$ cat config.mk
export PLATFORM = sky130hd
export DESIGN_NAME = quadrature_position_counter_core_flat
export DESIGN_NICKNAME = d
export VERILOG_FILES = /design/src/rtl/qpc_pkg.sv /design/src/rtl/qpc_if.sv /design/src/rtl/qpc_debounce.sv /design/src/rtl/quadrature_position_counter_core.sv /design/src/flat_wrapper.sv
export SDC_FILE = /design/constraint.sdc
export NUM_CORES = 1
export LEC_CHECK = 0
export BUFFER_PORTS_ARGS = -buffer_cell sky130_fd_sc_hd__buf_2
export CAP_MARGIN = 20
export CORE_ASPECT_RATIO = 0.7
export CORE_MARGIN = 4
export CORE_UTILIZATION = 60
export CTS_CLUSTER_SIZE = 20
export DETAILED_ROUTE_END_ITERATION = 12
export GPL_TIMING_DRIVEN = 0
export PLACE_DENSITY = 0.83
export SYNTH_ARGS = -nofsm -noshare
export SYNTH_HDL_FRONTEND = slang
export SYNTH_SLANG_ARGS = --single-unit
$ cat constraint.sdc
create_clock -name clk -period 10.89 [get_ports clk]
set_input_delay 0.5445 -clock clk [delete_from_list [all_inputs] [get_ports clk]]
set_output_delay 0.5445 -clock clk [all_outputs]
set_load 0.02 [all_outputs]
$ cat src/rtl/qpc_pkg.sv
// Package: shared widths, register indexes, reset values and types for the position counter.
`timescale 1ns / 1ps
package qpc_pkg;

  localparam int COUNTER_WIDTH_DEF = 16;
  localparam int POS_W             = 14;
  localparam int MAX_W             = 15;
  localparam int FLT_W             = 4;
  localparam int CFG_IDX_W         = 2;

  localparam logic [MAX_W-1:0] POS_LIMIT     = 15'd16384;
  localparam logic [MAX_W-1:0] MAX_VALUE_RST = 15'd16384;
  localparam logic [FLT_W-1:0] FILTER_RST    = 4'd8;

  localparam logic [CFG_IDX_W-1:0] CFG_MAX_VALUE     = 2'd0;
  localparam logic [CFG_IDX_W-1:0] CFG_FILTER_LENGTH = 2'd1;

  // filtered line: level before and after the current sample
  typedef struct packed {
    logic level;
    logic level_nxt;
  } flt_t;

endpackage

$ cat src/rtl/qpc_if.sv
// Interfaces: valid/ready channels for encoder samples and position results.
`timescale 1ns / 1ps
interface qpc_in_if;
  logic                    valid;
  logic                    ready;
  logic                    cmd;
  logic                    line_a;
  logic                    line_b;
  logic [qpc_pkg::POS_W-1:0] load_value;

  modport source (output valid, cmd, line_a, line_b, load_value, input ready);
  modport sink   (input valid, cmd, line_a, line_b, load_value, output ready);
endinterface

interface qpc_out_if;
  logic                    valid;
  logic                    ready;
  logic [qpc_pkg::POS_W-1:0] position;
  logic                    changed;
  logic                    counting_down;

  modport source (output valid, position, changed, counting_down, input ready);
  modport sink   (input valid, position, changed, counting_down, output ready);
endinterface

$ cat src/rtl/qpc_debounce.sv
// Debounce filter for one encoder line: level follows raw after N differing samples.
`timescale 1ns / 1ps
module qpc_debounce (
  input  logic                       clk,
  input  logic                       rst_n,
  input  logic                       en,
  input  logic                       raw,
  input  logic [qpc_pkg::FLT_W-1:0]  filter_length,
  output qpc_pkg::flt_t              st
);

  logic                      level_r, level_nxt;
  logic [qpc_pkg::FLT_W-1:0] count_r, count_nxt;
  logic [qpc_pkg::FLT_W-1:0] need;
  logic [qpc_pkg::FLT_W-1:0] count_inc;

  assign need      = (filter_length == '0) ? qpc_pkg::FLT_W'(1) : filter_length;
  assign count_inc = count_r + qpc_pkg::FLT_W'(1);

  always_comb begin
    level_nxt = level_r;
    count_nxt = count_r;
    if (en) begin
      if (raw == level_r) begin
        count_nxt = '0;
      end else if (count_inc >= need) begin
        level_nxt = raw;
        count_nxt = '0;
      end else begin
        count_nxt = count_inc;
      end
    end
  end

  always_ff @(posedge clk) begin
    if (!rst_n) begin
      level_r <= 1'b0;
      count_r <= '0;
    end else begin
      level_r <= level_nxt;
      count_r <= count_nxt;
    end
  end

  assign st.level     = level_r;
  assign st.level_nxt = level_nxt;

endmodule

$ cat src/rtl/quadrature_position_counter_core.sv
// Top level: x4 quadrature position counter with debounced lines and load command.
`timescale 1ns / 1ps
// One beat is accepted every clock cycle unless the sink holds off; each
// result passes the input register, then the result register. The whole
// state update - both debounce filters, the up/down edge counter, the divide
// by four and the wrap against max_value - is one combinational pass from the
// state registers back into themselves, so there are no bubbles. The result
// register lets a new beat in while the previous result waits. The user must
// write configuration (index 0 max_value, index 1 filter_length) only while
// the block is idle; the block does not enforce it. Reset runs no clearing pass.
module quadrature_position_counter_core #(
  parameter int COUNTER_WIDTH = qpc_pkg::COUNTER_WIDTH_DEF
) (
  input  logic                          clk,
  input  logic                          rst_n,
  qpc_in_if.sink                        in_ch,
  qpc_out_if.source                     out_ch,
  input  logic                          cfg_we,
  input  logic [qpc_pkg::CFG_IDX_W-1:0] cfg_index,
  input  logic [qpc_pkg::MAX_W-1:0]     cfg_wdata
);

  localparam int QW   = COUNTER_WIDTH - 2;
  localparam int CmpW = (QW > qpc_pkg::MAX_W) ? QW : qpc_pkg::MAX_W;

  // configuration
  logic [qpc_pkg::MAX_W-1:0] max_value_r;
  logic [qpc_pkg::FLT_W-1:0] filter_length_r;
  logic [qpc_pkg::MAX_W-1:0] limit;

  always_ff @(posedge clk) begin
    if (!rst_n) begin
      max_value_r     <= qpc_pkg::MAX_VALUE_RST;
      filter_length_r <= qpc_pkg::FILTER_RST;
    end else if (cfg_we) begin
      unique case (cfg_index)
        qpc_pkg::CFG_MAX_VALUE:     max_value_r     <= cfg_wdata;
        qpc_pkg::CFG_FILTER_LENGTH: filter_length_r <= cfg_wdata[qpc_pkg::FLT_W-1:0];
        default: ;
      endcase
    end
  end

  assign limit = (max_value_r > qpc_pkg::POS_LIMIT) ? qpc_pkg::POS_LIMIT : max_value_r;

  // handshake
  logic s1_valid_r;
  logic out_valid_r;
  logic s1_adv;
  logic s1_fire;
  logic in_fire;

  assign s1_adv      = !out_valid_r || out_ch.ready;
  assign s1_fire     = s1_valid_r && s1_adv;
  assign in_ch.ready = !s1_valid_r || s1_adv;
  assign in_fire     = in_ch.valid && in_ch.ready;

  // input register
  logic                      s1_cmd_r;
  logic                      s1_a_r;
  logic                      s1_b_r;
  logic [qpc_pkg::POS_W-1:0] s1_load_r;

  always_ff @(posedge clk) begin
    if (!rst_n) begin
      s1_valid_r <= 1'b0;
    end else if (in_ch.ready) begin
      s1_valid_r <= in_ch.valid;
    end
  end

  always_ff @(posedge clk) begin
    if (in_fire) begin
      s1_cmd_r  <= in_ch.cmd;
      s1_a_r    <= in_ch.line_a;
      s1_b_r    <= in_ch.line_b;
      s1_load_r <= in_ch.load_value;
    end
  end

  // filters advance on sample beats only
  qpc_pkg::flt_t flt_a, flt_b;
  logic          sample_en;

  assign sample_en = s1_fire && !s1_cmd_r;

  qpc_debounce u_deb_a (
    .clk           (clk),
    .rst_n         (rst_n),
    .en            (sample_en),
    .raw           (s1_a_r),
    .filter_length (filter_length_r),
    .st            (flt_a)
  );

  qpc_debounce u_deb_b (
    .clk           (clk),
    .rst_n         (rst_n),
    .en            (sample_en),
    .raw           (s1_b_r),
    .filter_length (filter_length_r),
    .st            (flt_b)
  );

  // counter state
  logic [COUNTER_WIDTH-1:0]  counter_r, counter_nxt;
  logic [qpc_pkg::POS_W-1:0] held_r, held_nxt;
  logic                      down_r, down_nxt;

  logic [COUNTER_WIDTH-1:0]  cnt_step;
  logic [qpc_pkg::POS_W-1:0] held_pre;
  logic [CmpW-1:0]           quot_ext;
  logic [qpc_pkg::POS_W+1:0] load_x4;
  logic                      ch_a, ch_b, step_up;

  assign ch_a    = flt_a.level_nxt != flt_a.level;
  assign ch_b    = flt_b.level_nxt != flt_b.level;
  assign step_up = ch_a ? (flt_a.level_nxt != flt_b.level_nxt)
                        : (flt_a.level_nxt == flt_b.level_nxt);
  assign load_x4 = {s1_load_r, 2'b00};

  always_comb begin
    cnt_step = counter_r;
    held_pre = held_r;
    down_nxt = down_r;
    if (s1_cmd_r) begin
      held_pre = s1_load_r;
      cnt_step = COUNTER_WIDTH'(load_x4);
    end else if (ch_a != ch_b) begin
      if (step_up) begin
        cnt_step = counter_r + COUNTER_WIDTH'(1);
        down_nxt = 1'b0;
      end else begin
        cnt_step = counter_r - COUNTER_WIDTH'(1);
        down_nxt = 1'b1;
      end
    end
    quot_ext = CmpW'(cnt_step >> 2);

    // clamp at zero going down, wrap at the limit
    if (held_pre == '0 && down_nxt) begin
      counter_nxt = '0;
      held_nxt    = held_pre;
    end else if (quot_ext >= CmpW'(limit)) begin
      counter_nxt = '0;
      held_nxt    = '0;
    end else begin
      counter_nxt = cnt_step;
      held_nxt    = quot_ext[qpc_pkg::POS_W-1:0];
    end
    if (CmpW'(held_nxt) >= CmpW'(limit)) begin
      counter_nxt = '0;
      held_nxt    = '0;
    end
  end

  always_ff @(posedge clk) begin
    if (!rst_n) begin
      counter_r <= '0;
      held_r    <= '0;
      down_r    <= 1'b0;
    end else if (s1_fire) begin
      counter_r <= counter_nxt;
      held_r    <= held_nxt;
      down_r    <= down_nxt;
    end
  end

  // result register
  logic [qpc_pkg::POS_W-1:0] out_pos_r;
  logic                      out_changed_r;
  logic                      out_down_r;

  always_ff @(posedge clk) begin
    if (!rst_n) begin
      out_valid_r <= 1'b0;
    end else if (s1_adv) begin
      out_valid_r <= s1_valid_r;
    end
  end

  always_ff @(posedge clk) begin
    if (s1_fire) begin
      out_pos_r     <= held_nxt;
      out_changed_r <= counter_nxt != counter_r;
      out_down_r    <= down_nxt;
    end
  end

  assign out_ch.valid         = out_valid_r;
  assign out_ch.position      = out_pos_r;
  assign out_ch.changed       = out_changed_r;
  assign out_ch.counting_down = out_down_r;

  // checks
  logic [CmpW-1:0] quot_r_ext;
  assign quot_r_ext = CmpW'(counter_r >> 2);

  // held position always tracks the counter divided by four
  a_held_tracks_counter: assert property (@(posedge clk) disable iff (!rst_n)
    held_r == quot_r_ext[qpc_pkg::POS_W-1:0])
    else $error("held position out of step with edge counter");

  // result beat carries the state left by the beat that produced it
  a_result_matches_state: assert property (@(posedge clk) disable iff (!rst_n)
    s1_fire |=> (out_ch.position == held_r && out_ch.counting_down == down_r))
    else $error("result beat does not match counter state");

  // input stalls only when both stages are full and the sink holds off
  a_stall_cause: assert property (@(posedge clk) disable iff (!rst_n)
    !in_ch.ready |-> (s1_valid_r && out_valid_r && !out_ch.ready))
    else $error("input stalled without backpressure");

  // state moves only on a processed beat
  a_state_hold: assert property (@(posedge clk) disable iff (!rst_n)
    !s1_fire |=> ($stable(counter_r) && $stable(down_r)))
    else $error("counter state changed without a beat");

endmodule

$ cat src/flat_wrapper.sv
// flat-port wrapper written by rule: the top's interface ports become plain ports
module quadrature_position_counter_core_flat 
#(
  parameter int COUNTER_WIDTH = qpc_pkg::COUNTER_WIDTH_DEF
)
  (clk, rst_n, cfg_we, cfg_index, cfg_wdata, in_ch_valid, in_ch_cmd, in_ch_line_a, in_ch_line_b, in_ch_load_value, in_ch_ready, out_ch_valid, out_ch_position, out_ch_changed, out_ch_counting_down, out_ch_ready);
  qpc_in_if in_ch_i ();
  qpc_out_if out_ch_i ();
  input  logic clk;
  input  logic rst_n;
  input  logic cfg_we;
  input  logic [qpc_pkg::CFG_IDX_W-1:0] cfg_index;
  input  logic [qpc_pkg::MAX_W-1:0] cfg_wdata;
  input wire logic [$bits(in_ch_i.valid)-1:0] in_ch_valid;
  input wire logic [$bits(in_ch_i.cmd)-1:0] in_ch_cmd;
  input wire logic [$bits(in_ch_i.line_a)-1:0] in_ch_line_a;
  input wire logic [$bits(in_ch_i.line_b)-1:0] in_ch_line_b;
  input wire logic [$bits(in_ch_i.load_value)-1:0] in_ch_load_value;
  output wire logic [$bits(in_ch_i.ready)-1:0] in_ch_ready;
  output wire logic [$bits(out_ch_i.valid)-1:0] out_ch_valid;
  output wire logic [$bits(out_ch_i.position)-1:0] out_ch_position;
  output wire logic [$bits(out_ch_i.changed)-1:0] out_ch_changed;
  output wire logic [$bits(out_ch_i.counting_down)-1:0] out_ch_counting_down;
  input wire logic [$bits(out_ch_i.ready)-1:0] out_ch_ready;
  assign in_ch_i.valid = in_ch_valid;
  assign in_ch_i.cmd = in_ch_cmd;
  assign in_ch_i.line_a = in_ch_line_a;
  assign in_ch_i.line_b = in_ch_line_b;
  assign in_ch_i.load_value = in_ch_load_value;
  assign in_ch_ready = in_ch_i.ready;
  assign out_ch_valid = out_ch_i.valid;
  assign out_ch_position = out_ch_i.position;
  assign out_ch_changed = out_ch_i.changed;
  assign out_ch_counting_down = out_ch_i.counting_down;
  assign out_ch_i.ready = out_ch_ready;
  quadrature_position_counter_core #(.COUNTER_WIDTH(COUNTER_WIDTH)) u_core (.clk(clk), .rst_n(rst_n), .in_ch(in_ch_i), .out_ch(out_ch_i), .cfg_we(cfg_we), .cfg_index(cfg_index), .cfg_wdata(cfg_wdata));
endmodule
==> metrics.txt <==
status=completed; slew at the pin closest to its max-slew limit=898 ps; Clock Latency Late Sink=350 ps; hold-fix buffers at CTS=0; largest net degree at the start of global routing=20; Clock Skew=8.55 ps; Die Wd=roughly 130 um; part of the Yosys area used for sequential elements=38.1%; CTS Root Cell=clkbuf_16; Max Root-Sink Buffers=2; post-layout min period=between 10000 and 15000 ps; Starting Density=63.0%; CTS tree=built; hold_sp=in_ch_load_value[1]; Hold Violations, Final=0; Max Slew Vio Count=0; Cell Rows=29; setup tns final=0 ps; critical setup path kind=flip-flop to flip-flop; Crit path required time=10960 ps; area grow syn2layout=13.3%; Worst Hold Depth=1; clock-pin slew of the registers on the worst-case setup and hold paths=70 ps; placed inst area=6310 um2; max incr delay on CP=720 ps; VDD IR max=about 0.00011 V; final std cells w/o fill=883; layout cells sized above 1=11.6%; Reg-to-Reg End=u_core.out_ch.changed$_DFFE_PP_; grt ovf=0; hpwl dp=13100 um; Pwr Density=136 nW/um2; Synth async-reset ratio=0%; initial antenna violation count=0; Routed Antenna Nets=0; vias in the first global route=5308; routed vias/inst=6.36; die area=11400 um2; Final Cycle Share=93.8%; Slew HR=39.8%; drt wl/cell=19.6 um; I/O pin count=57; Reg-to-Reg Start=u_core.filter_length_r[2]$_SDFFE_PN0P_; RSZ-0062 raised after global routing=false; Post-Syn Nets=763; startpoint types=flip-flop; Die H=90.6 um; Placer Congestion=~1.1; Worst R2R Setup Slack=~670 ps; Post-synth EDFFs=33; Syn Area/Cell=8.52 um2; DRT Pass-1 Iters=6; most numerous cell in the Yosys netlist=nand2_1; Worst Path Max Fanout=10; xor and xnor area share after synthesis=2.33%; Finished Cell Area=6630 um2; synthesized instance count=approximately 700; Post-Synth Adder-Cell Area=under 10%; # nets final=830; Residual DRC=0; Post-Syn Area=around 5900 um2; most area-consuming cells after synthesis=dfxtp_1, edfxtp_1, ha_1; Min-Delay Path Class=input port to flip-flop; first-pass GRT wire length=27900 um; CTS Sinks=95; hold slack=~360 ps; Setup violations, final=0; core area=9290 um2; WHS Endpoint=u_core.s1_load_r[1]$_DFFE_PP_; # H-tree levels=3; Synth Flop Type=dfxtp_1; final core occ=a little under three quarters; Total GRT Usage=30.6%; number of buffers inserted by port buffering=55; final WL=around 17000 um; simple-gate share of the synthesized area=26.0%; post_cts resized=0; area fraction in compound gates after synthesis=18.1%; Crit path arrival time=10280 ps; largest family of logic cells by synthesized area=simple AND/OR/NAND/NOR gates; R2R depth=42; placed insts=867; post-synthesis mux area share=3.10%; critical path's slowest cell=xnor2_2; Leak=2.64 nW; top cell type's share of synthesized area=21.2%; flops & latches, synth=95; max_cap viols=0; CP dominant cell by count=nor2_1; # diodes=0; Max Freq=between 0.09 and 0.1 GHz; detailed router's first-iteration violation count=around 800; CTS buffer count=9; Post CTS Setup Buffer Count=0; via count=~5.6k; CP endpoint kind=flip-flop; Cell variety after synth=between 50 and 60; post-synth top area cell=dfxtp_1; yosys synthesis warning count=0; top post-synthesis cells by count=nand2_1, nor2_1, dfxtp_1
==> logic make-up (layout without fill, tap and decap cells) <==
family | Yosys count | in the layout
AOI/OAI and AO/OA | 155 | 155
xor gates and xnor gates | 13 | 13
adders and majority gates | 37 | 37
buffers and inverters | 69 | 141
DFF | 95 | 95
muxes | 18 | 18
and+or+nand+nor | 300 | 300
==> worst max path at each step <==
stage                                      end                              startpoint  slack (ps)  depth (start not counted)
6_report       u_core.out_ch.changed$_DFFE_PP_  u_core.filter_length_r[2]$_SDFFE_PN0P_         670                         42
5_1_grt        u_core.out_ch.changed$_DFFE_PP_  u_core.filter_length_r[2]$_SDFFE_PN0P_          50                         42
4_1_cts        u_core.out_ch.changed$_DFFE_PP_  u_core.filter_length_r[2]$_SDFFE_PN0P_         890                         42
3_5_place_dp   u_core.out_ch.changed$_DFFE_PP_  u_core.filter_length_r[2]$_SDFFE_PN0P_        1010                         42
3_3_place_gp   u_core.out_ch.changed$_DFFE_PP_  u_core.filter_length_r[2]$_SDFFE_PN0P_        1010                         42
2_1_floorplan  u_core.out_ch.changed$_DFFE_PP_  u_core.filter_length_r[2]$_SDFFE_PN0P_        2680                         42
==> registers in the layout, indices dropped and copies added, names as in the netlist <==
name / count
u_core.out_ch.position: 14
u_core.out_ch.changed: 1
u_core.u_deb_b.count_r: 4
u_core.filter_length_r: 4
u_core.u_deb_a.count_r: 4
u_core.out_ch.valid: 1
u_core.max_value_r: 15
u_core.s1_b_r: 1
u_core.counter_r: 16
u_core.down_r: 1
u_core.s1_load_r: 14
u_core.s1_cmd_r: 1
u_core.u_deb_a.level_r: 1
u_core.held_r: 14
u_core.u_deb_b.level_r: 1
u_core.s1_a_r: 1
u_core.s1_valid_r: 1
u_core.out_ch.counting_down: 1
==> worst max-delay path: cells and delay by family (launching register included) <==
family | cells | cell delay (ps)
AND/OR/NAND/NOR | 19 | 4030
AO/OA/AOI/OAI | 13 | 2380
adder cells (fa/ha/maj) | 4 | 1180
XOR/XNOR | 2 | 860
buffers and inverters | 3 | 730
flip-flops | 1 | 430
multiplexers | 1 | 310
==> cell usage in the layout, fill, tap and decap left out, types with 5 or more instances in the layout <==
cell and count:
inv_1 35, buf_2 56, nor4_1 13, a21oi_1 34
nor3_1 15, and3_1 5, nor2b_1 31, nand2b_1 18
and2_1 19, or3_1 5, a22oi_1 7, nor2_1 68
o211ai_1 6, o221ai_1 5, nand4_1 9, clkbuf_16 10
xnor2_1 10, mux2i_1 17, o21a_1 17, o21ai_0 28
nand3_1 24, edfxtp_1 33, nand2_1 69, clkbuf_1 34
a21boi_0 20, ha_1 37, or2_2 5, dfxtp_1 62
==> final cells by class <==
cell class / instances / area [um2]
Sequential cell: 95 / 2230
Clock inverter: 4 / 51.3
Buffer: 34 / 129
Fill cell: 735 / 2660
Timing Repair Buffer: 56 / 303
Tap cell: 124 / 155
Clock buffer: 12 / 268
Inverter: 35 / 131
Multi-Input combinational cell: 523 / 3360
==> where the power goes <==
part | internal [W] | total [W] | switching, W
clock | 0.000199 | 0.000341 | 0.000142
combinational | 0.0000602 | 0.000160 | 0.000100
sequential | 0.000385 | 0.000397 | 0.0000126
total | 0.000644 | 0.000899 | 0.000255
==> routing by layer <==
| layer | share of wire, % | wire, um | track usage (%) | up-vias |
|---|---|---|---|---|
| met5 | 0 | 0 | 0 | - |
| met4 | 2.4 | 417 | 9.82 | 0 |
| met2 | 41 | 7060 | 43.3 | 376 |
| met3 | 13 | 2180 | 9.75 | 46 |
| met1 | 44 | 7650 | 44.0 | 2609 |
| li1 | - | - | - | 2587 |
==> stage by stage <==
| stage | total power, W | setup slack [ps] |
|---|---|---|
| after global placement | 0.000550 | 1010 |
| after detailed placement | 0.000557 | 1010 |
| after global routing | 0.000932 | 53.7 |
| after floorplan | 0.000505 | 2680 |
| after CTS | 0.000894 | 891 |
| final | 0.000899 | 673 |
No activity file was read; power rests on OpenSTA's default activity.
